## src/design/cabb_ram.sv

```systemverilog
// ----------------------------------------------------------------------------
// cabb_ram
// Simple dual-port RAM: one write port, one registered read port.
// ----------------------------------------------------------------------------
module cabb_ram #(
  parameter int unsigned DEPTH = 64,
  parameter int unsigned WIDTH = 16
) (
  input  logic                     clk_i,
  input  logic                     we_i,
  input  logic [$clog2(DEPTH)-1:0] waddr_i,
  input  logic [WIDTH-1:0]         wdata_i,
  input  logic [$clog2(DEPTH)-1:0] raddr_i,
  output logic [WIDTH-1:0]         rdata_o
);

  logic [WIDTH-1:0] mem [DEPTH];

  always_ff @(posedge clk_i) begin
    if (we_i) begin
      mem[waddr_i] <= wdata_i;
    end
    rdata_o <= mem[raddr_i];
  end

endmodule

```

## config.mk

```make
export PLATFORM = sky130hd
export DESIGN_NAME = cabb_ram
export DESIGN_NICKNAME = d
export VERILOG_FILES = /design/src/design/cabb_ram.sv
export SDC_FILE = /design/constraint.sdc
export NUM_CORES = 1
export LEC_CHECK = 0
export BUFFER_PORTS_ARGS = -buffer_cell sky130_fd_sc_hd__buf_4
export CORE_ASPECT_RATIO = 1.4
export CORE_MARGIN = 5
export CORE_UTILIZATION = 50
export DETAILED_ROUTE_END_ITERATION = 12
export PLACE_DENSITY = 0.65
export SETUP_SLACK_MARGIN = 0.1
export SYNTH_ARGS = -nofsm -noshare
export SYNTH_HDL_FRONTEND = slang
export SYNTH_SLANG_ARGS = --single-unit
```

## constraint.sdc

```tcl
create_clock -name clk_i -period 5.7 [get_ports clk_i]
set_input_delay 0.855 -clock clk_i [delete_from_list [all_inputs] [get_ports clk_i]]
set_output_delay 0.855 -clock clk_i [all_outputs]
set_load 0.1 [all_outputs]
```

# After elaboration in Yosys (flattened, before gate mapping)
# Memories as Yosys holds them, arrays and structs flattened. A register that Yosys moved wholly into a read port is not among the register bits.
# Cells that the tools add are included.
[classes]
mux = 2
[op_table]
columns = ["operator", "n"]
rows = [
  ["$mux W1", 2],
]
[totals]
wordCells = 3
ff_bits = 0
in_bits = 30
output_inout_bits = 16
ram_bits = 1024
memories = 1
[mem_list]
columns = ["name", "depth", "width", "read_ports", "rd_ports_with_merged_regs", "wr", "line", "text"]
rows = [
  ["mem", 64, 16, 1, 1, 1, "17", "logic [WIDTH-1:0] mem [DEPTH];"],
]

# Longest topological paths before layout
# Gate-level depths: netlist of the first run.
[depth]
word_depth = 2
depth_mapped = 10
depth_no_buf = 5

# Worst setup path before layout of the first run
# Ideal clock, no wire load.
[synth_timing]
path_kind = "input port to flip-flop"
startpoint = "input waddr_i[3]"
endpoint = "memory mem[48][0] (enable)"
setup_time_ns = 0.409
n_path_buf = 1
t_arrival_ns = 2.481
path_slack_ns = 2.810
cell_stages = 4
required_time_ns = 5.291
cell_sequence = "clkbuf_1 -> nor2b_1 -> nand4b_1 -> nor3_1"
[synth_lines]
columns = ["element", "line", "text"]
rows = [
  ["from (decl)", "11", "input logic [$clog2(DEPTH)-1:0] waddr_i,"],
  ["to (decl)", "17", ""],
]
# Straight into the memory's write port.

==> results_dict.tcl, run 1 <==
set metrics [dict create \
    final_area_um2 44700 \
    drt_iter0_drc 1728 \
    period_needed_ns 3.45 \
    placed_cell_area_um2 41700 \
    drive_above_1_share 0.262 \
    clkLatencyLatePin_ns 0.66 \
    cp_max_fo 85 \
    finalWorstSetupSlack_ns 2.25 \
    seqCellArea_um2 31100 \
    ff2ff_path_depth 5 \
    grt_pass1_wl_um 138000 \
    crit_arrival_ns 4.00 \
    grt_use_total 0.219 \
    numCtsBuffers 93 \
    gp_congestion 0.837 \
    slew_violations 0 \
    synth_flop_cell "edfxtp_1" \
    grt_pass1_vias 19500 \
    grt_max_degree 98 \
    port_buffers 45 \
    die_area_um2 85900 \
    cts_hold_buf 0 \
    route.detailed.drc 0 \
    tns_ns 0 \
    fmaxAchievable_mhz 290 \
    syn_to_final_growth_pct 11.7 \
    relSlewSlack 0.245 \
    cts_resized 0 \
    hold_slack_ns 0.625 \
    cts_tree "yes" \
    required_ns 6.25 \
    ios 46 \
    seq_area_frac_synth 0.776 \
    ys_warn_count 0 \
    nNetsFinal 1973 \
    synth_nets 1859 \
    synth_area_leaders "edfxtp_1 77%, mux4_2 12%, mux2i_1 2.1%, dfxtp_1 0.80%, mux2_2 0.76%" \
    worst_pin_slew_ns 1.13 \
    ys_types 43 \
    setup_viol 0 \
    cts-htree-levels 3 \
    finalWirelength_um 94200 \
    syn_area_per_cell_um2 21.9 \
    root_buffer "clkbuf_16" \
    antenna_found_initial 2 \
    hold_viol 0 \
    p_total_mw 15.7 \
    crit_type "in -> reg" \
    coreArea_um2 79200 \
    p_leak_nw 14.1 \
    peakVddDrop_mv 0.255 \
    via_per_inst 6.18 \
    finalCritPeriodShare 0.605 \
    hold_class "in -> reg" \
    start_kind "input port" \
    fill_cells 5731 \
    grt.overflow.total 0 \
    rrSetupSlack_ns 3.43 \
    first_pass_iters 5 \
    synth_cells 1829 \
    wl_per_cell_um 30.6 \
    cts_sinks 1040 \
    power_density_nw_per_um2 351 \
    initial_core_util 0.505 \
    rsz0062_at_grt "false" \
    multi_input_area_um2 8270 \
    crit_path_end_kind "flop" \
    clock_path_buffers 3 \
    place_ws_ns 1.56 \
    postCtsSetupBuffers 0 \
    crit_end "rdata_o[2]" \
    synth_seq_cells 1040 \
    synthArstFlopShare 0 \
    final.setup_skew_ns 0.0189 \
    finalNonFillerCells 3075 \
    synth_area_leader_cell "edfxtp_1" \
    netlist_area_um2 40000 \
    synth_edf_count 1024 \
    rr_startpoint "mem[29][13]" \
    r2r_end "rdata_o[13]" \
    dp.cells 2902 \
    place_hpwl_um 54700 \
    clkTransAtPathRegs_ns 0.07 \
    die_y_um 345 \
    maxCapViolCount 0 \
    dieWidth_um 249 \
    rows 122 \
    cp-startpoint "raddr_i[0]" \
    finish.utilization 0.565 \
    status "finished, final reports clean" \
    num_vias 19000 \
    synth_top_area_frac 0.768 \
    antenna_left 0 \
]
[Yosys cell counts (3+ instances only)]
library cell	n
buf_4	13
mux2_2	27
a31oi_1	8
buf_1	3
nand2b_1	3
a22oi_1	39
a41oi_1	5
a211oi_1	8
a311oi_1	8
buf_12	5
dfxtp_1	16
o21ai_0	5
a21oi_1	17
a221oi_1	16
nor2b_1	30
mux4_2	220
o21ai_1	3
and4_1	5
nand4_1	12
clkbuf_1	24
buf_2	36
nand2_1	59
mux2i_1	85
nor2_1	72
mux4_1	4
a221o_1	6
a22o_1	6
nand3_1	24
edfxtp_1	1024
a211o_1	8
buf_6	17
buf_8	3
nor4_2	3
[worst max-delay path: stages]
cell     delay [ns]
buf_8          0.68
buf_12         0.40
buf_4          0.34
mux4_2         0.53
a22oi_1        0.32
nand3_1        0.26
and4_1         0.33
[area by class of cell]
type | instances | share of cell area
Clock buffer | 115 | 0.0557
Antenna cell | 2 | 0.000112
Clock inverter | 56 | 0.0131
Sequential cell | 1040 | 0.694
Multi-Input combinational cell | 685 | 0.185
Tap cell | 1054 | 0.0295
Timing Repair Buffer | 123 | 0.0223
[layer usage]
layer	up-vias	global-route usage	wire, um
met1	10200	0.291	36200
li1	7891	-	-
met4	0	0.0658	2670
met5	-	0	0
met3	124	0.0358	6130
met2	752	0.380	49200
[logic make-up (layout without fill, tap and decap cells)]
kind of cell           Yosys count  count (layout)  share of synthesized area
other                            0               2                          0
buffers and inverters          104             294                     0.0183
AO/OA/AOI/OAI                  129             129                     0.0241
AND/OR/NAND/NOR                220             220                     0.0265
flip-flops                    1040            1040                      0.776
multiplexers                   336             336                      0.155
[placed cells by master (no fill, tap or decap), types with 11 or more instances in the layout]
cell	Yosys	final
buf_4	13	115
clkbuf_1	24	16
dfxtp_1	16	16
mux2i_1	85	85
mux4_2	220	220
bufinv_16	0	11
clkinv_1	0	16
a22oi_1	39	39
nor2b_1	30	27
nand4_1	12	12
nor2_1	72	65
nand3_1	24	24
clkinv_2	0	17
mux2_2	27	27
clkbuf_16	0	95
a21oi_1	17	17
nand2_1	59	59
a221oi_1	16	16
edfxtp_1	1024	1024
[report_power, final]
group	internal, mW	switching [mW]	total, mW
Combinational	0.280	0.601	0.881
Sequential	8.46	0.0278	8.49
Clock	3.61	2.71	6.32
Total	12.4	3.34	15.7
[sequential cells by signal, summed over array words and instances, names as in the netlist]
name and flops:
rdata_o 16, mem 1024
[worst min-delay path by stage]
| stage | start | endpoint | slack, ns | cells after the start |
|---|---|---|---|---|
| floorplan | mem[62][10] | rdata_o[10] | 0.75 | 5 |
| global placement | mem[34][15] | rdata_o[15] | 0.86 | 3 |
| detailed placement | mem[37][14] | rdata_o[14] | 0.88 | 4 |
| CTS | waddr_i[2] | mem[49][5] | 0.59 | 2 |
| global route | waddr_i[1] | mem[49][5] | 0.62 | 2 |
| finish | waddr_i[2] | mem[49][5] | 0.63 | 2 |
No activity file was read; power rests on OpenSTA's default activity.
==> inputs of run 2 (changes only) <==
- PLACE_DENSITY: 0.65 -> 0.68
- clock period: 5.7 -> 2.75 ns (I/O delays scaled with it)
==> run 2 against run 1 <==
Effect of this change:
- largest power group unchanged
- non-clock buffer count up 100
- worst hold slack worse by 0.30 ns
- register-to-register slack worse by 3.0 ns
- final cell count up 3.0%
- global-route usage up 0.16 points
- clock-buffer cell count down 4
==> results_dict.tcl, run 2 (same netlist as run 1, synthesis figures left out) <==
set metrics [dict create \
    rows 122 \
    finalCritPeriodShare 0.854 \
    first_pass_iters 6 \
    initial_core_util 0.505 \
    rrSetupSlack_ns 0.45 \
    hold_class "in -> reg" \
    drive_above_1_share 0.290 \
    hold_slack_ns 0.322 \
    antenna_found_initial 4 \
    worst_pin_slew_ns 1.13 \
    finalWorstSetupSlack_ns 0.403 \
    relSlewSlack 0.246 \
    finish.utilization 0.576 \
    postCtsSetupBuffers 0 \
    dp.cells 3002 \
    maxCapViolCount 0 \
    via_per_inst 6.13 \
    crit_path_end_kind "flop" \
    setup_viol 0 \
    required_ns 3.24 \
    peakVddDrop_mv 0.425 \
    hold_viol 0 \
    route.detailed.drc 0 \
    dieWidth_um 249 \
    status "finished, final reports clean" \
    crit_type "in -> reg" \
    slew_violations 0 \
    numCtsBuffers 89 \
    num_vias 19400 \
    clock_path_buffers 3 \
    gp_congestion 0.891 \
    cts_resized 0 \
    placed_cell_area_um2 42500 \
    finalNonFillerCells 3166 \
    power_density_nw_per_um2 721 \
    coreArea_um2 79200 \
    grt.overflow.total 0 \
    place_ws_ns -0.345 \
    finalWirelength_um 95100 \
    drt_iter0_drc 1779 \
    ios 46 \
    final_area_um2 45600 \
    p_total_mw 32.9 \
    grt_use_total 0.221 \
    cp_max_fo 21 \
    nNetsFinal 2069 \
    antenna_left 0 \
    die_area_um2 85900 \
    grt_pass1_wl_um 139000 \
    tns_ns 0 \
    final.setup_skew_ns 0.0190 \
    grt_max_degree 65 \
    fmaxAchievable_mhz 426 \
    place_hpwl_um 59100 \
    cts-htree-levels 3 \
    syn_to_final_growth_pct 14.0 \
    die_y_um 345 \
    grt_pass1_vias 19600 \
    p_leak_nw 14.7 \
    root_buffer "clkbuf_16" \
    port_buffers 45 \
    crit_arrival_ns 2.84 \
    clkLatencyLatePin_ns 0.65 \
    cts_hold_buf 0 \
    cts_sinks 1040 \
    wl_per_cell_um 30.0 \
    period_needed_ns 2.35 \
    top_register "mem" \
    cts_tree "yes" \
    largest_reg_flops 1024 \
    final_common_cell "edfxtp_1" \
    clkTransAtPathRegs_ns 0.06 \
    start_kind "input port" \
    final_cell_mix "1024 x edfxtp_1, 220 x mux4_2, 204 x buf_4" \
    largest_registers "mem (1024), rdata_o (16)" \
    rsz0062_at_grt "false" \
]
-- run 2: path summary, 6_finish.rpt --
path | cells past startpoint | end | start
max | 7 | rdata_o[0] | raddr_i[0]
max reg2reg | 5 | rdata_o[0] | mem[7][0]
min reg2reg | 3 | rdata_o[9] | mem[32][9]
min | 3 | rdata_o[6] | raddr_i[4]
-- run 2: cell type report --
type	instances	area [um^2]
Clock inverter	52	689
Fill cell	5622	33600
Multi-Input combinational cell	685	8250
Timing Repair Buffer	223	1890
Clock buffer	111	2410
Tap cell	1054	1320
Sequential cell	1040	31100
Antenna cell	1	2.50
-- run 2: worst max-delay path: stages --
cell,delay (ns)
buf_8,0.28
buf_12,0.24
mux4_2,0.52
mux2i_1,0.42
a22oi_1,0.26
a31oi_1,0.55
a311oi_1,0.10
-- run 2: where the power goes --
group / leakage, nW / total (mW) / internal (mW) / switching [mW]
Clock: 1.51 / 13.3 / 7.83 / 5.49
Sequential: 9.35 / 17.6 / 17.5 / 0.0646
Combinational: 3.80 / 1.99 / 0.681 / 1.30
Total: 14.7 / 32.9 / 26.1 / 6.86
-- run 2: per-layer routing --
metal | routed length [um] | GRT usage | vias to the layer above
met1 | 34800 | 0.282 | 10300
met3 | 6850 | 0.0371 | 164
met5 | 34 | 0 | -
met2 | 49700 | 0.386 | 841
met4 | 3610 | 0.0812 | 4
li1 | - | - | 8087
==> inputs of run 3 (changes only) <==
- CORE_UTILIZATION: 50 -> 38
- PLACE_DENSITY: 0.68 -> not set
==> run 3 against run 2 <==
Effect of this change:
- sequential cell count is the same
- routed wire length grew 5.3%
- critical path depth unchanged
- via count shrank 0.18%
- sequential power hardly changed
- critical path type unchanged
- critical endpoint is now rdata_o[2]
==> results_dict.tcl, run 3 (same netlist as run 1, synthesis figures left out) <==
set metrics [dict create \
    status "finished, final reports clean" \
    finalCritPeriodShare 0.780 \
    period_needed_ns 2.15 \
    largest_registers "mem (1024), rdata_o (16)" \
    crit_slowest_cell "mux4_2" \
    nNetsFinal 2075 \
    numCtsBuffers 91 \
    relSlewSlack 0.250 \
    cts_hold_buf 0 \
    root_buffer "clkbuf_16" \
    crit_path_end_kind "flop" \
    port_buffers 45 \
    multi_input_area_um2 8250 \
    whs_path_depth 2 \
    required_ns 3.29 \
    cp_cell_sequence "buf_8, buf_12, buf_4, mux4_2, mux2i_1, o21ai_0, and4_1" \
    crit_arrival_ns 2.68 \
    hp-start "waddr_i[1]" \
    final_cell_mix "1024 x edfxtp_1, 220 x mux4_2, 202 x buf_4" \
    maxCapViolCount 0 \
    place_hpwl_um 62300 \
    postCtsSetupBuffers 0 \
    grt.overflow.total 0 \
    r2r_end "rdata_o[15]" \
    grt_pass1_wl_um 145000 \
    die_area_um2 112000 \
    drt_iter0_drc 1788 \
    place_ws_ns -0.0899 \
    grt_use_total 0.177 \
    setup_viol 0 \
    top_register "mem" \
    ios 46 \
    cp_slowest_stage_delay_ns 0.54 \
    rrSetupSlack_ns 0.61 \
    hold_end "mem[48][15]" \
    grt_max_degree 65 \
    final.setup_skew_ns 0.0261 \
    clkTransAtPathRegs_ns 0.07 \
    antenna_found_initial 6 \
    crit_type "in -> reg" \
    cts_resized 0 \
    fmaxAchievable_mhz 466 \
    final_common_cell "edfxtp_1" \
    cp_max_fo 17 \
    num_vias 19400 \
    finalWorstSetupSlack_ns 0.604 \
    finalWirelength_um 100000 \
    power_density_nw_per_um2 705 \
    coreArea_um2 105000 \
    dieWidth_um 284 \
    rr_startpoint "mem[23][15]" \
    cts_sinks 1040 \
    die_y_um 394 \
    hold_viol 0 \
    ff2ff_path_depth 5 \
    clkLatencyLatePin_ns 0.67 \
    p_leak_nw 14.6 \
    cts-htree-levels 3 \
    finish.utilization 0.437 \
    wl_per_cell_um 28.8 \
    syn_to_final_growth_pct 14.8 \
    antenna_left 0 \
    largest_reg_flops 1024 \
    initial_core_util 0.381 \
    slew_violations 0 \
    worst_pin_slew_ns 1.12 \
    route.detailed.drc 0 \
    rsz0062_at_grt "false" \
    fill_cells 8904 \
    final_area_um2 46000 \
    cts_tree "yes" \
    seqCellArea_um2 31100 \
    drive_above_1_share 0.289 \
    start_kind "input port" \
    first_pass_iters 5 \
    clock_path_buffers 3 \
    grt_pass1_vias 20000 \
    placed_cell_area_um2 43000 \
    peakVddDrop_mv 0.446 \
    rows 141 \
    via_per_inst 5.57 \
    gp_congestion 0.830 \
    hold_class "in -> reg" \
]
==> run 3: cell types whose count changed in the layout (fill, tap and decap cells not counted) <==
cell / change
buf_12: +6
buf_4: -2
bufinv_16: -8
clkbuf_1: +3
clkbuf_16: +2
clkbuf_8: +2
clkinv_1: +3
clkinv_4: +1
clkinvlp_4: -3
diode_2: +2
==> run 3: power by group <==
group | switching (mW) | internal, mW | total (mW) | leakage, nW
combinational | 1.33 | 0.694 | 2.03 | 3.83
sequential | 0.0500 | 17.5 | 17.6 | 9.35
clock | 5.54 | 7.25 | 12.8 | 1.45
==> run 3: area by class of cell <==
type,count,area share
antenna,3,0.000163
clock buffer,118,0.0545
clock inverter,45,0.00972
multi-input combinational,685,0.179
sequential,1040,0.676
tap,1358,0.0370
timing repair buffer,227,0.0434
==> run 3: how the worst max path moves through the flow <==
stage / from / end / slack [ns] / cells after the start
2_1_floorplan: waddr_i[3] / mem[48][0] / 0.30 / 4
3_3_place_gp: raddr_i[0] / rdata_o[5] / -0.09 / 7
3_5_place_dp: raddr_i[0] / rdata_o[5] / -0.09 / 7
4_1_cts: mem[20][12] / rdata_o[12] / 0.62 / 5
5_1_grt: raddr_i[0] / rdata_o[5] / 0.57 / 7
6_report: raddr_i[0] / rdata_o[2] / 0.60 / 7
==> run 3: through the flow <==
step | std cells | hold WS, ns | power, mW | TNS [ns]
detailed placement | 3310 | 0.873 | 20.0 | -0.228
finish | 3476 | 0.200 | 32.4 | 0
global placement | 3310 | 0.857 | 20.0 | -0.189
floorplan | 1829 | 0.511 | 19.1 | 0
global route | 3473 | 0.187 | 33.4 | 0
CTS | 3473 | 0.143 | 32.7 | 0
==> run 3: routing by layer <==
layer / track usage / part of all wire
met1: 0.222 / 0.38
met2: 0.311 / 0.52
met3: 0.0269 / 0.052
met4: 0.0708 / 0.041
met5: 0 / 0.00034
==> run 3: critical path, delay by kind of cell <==
| kind | cells | cell delay, ns |
|---|---|---|
| buffers and inverters | 3 | 0.73 |
| AND/OR/NAND/NOR | 1 | 0.36 |
| AO/OA/AOI/OAI | 1 | 0.35 |
| multiplexers | 2 | 0.78 |
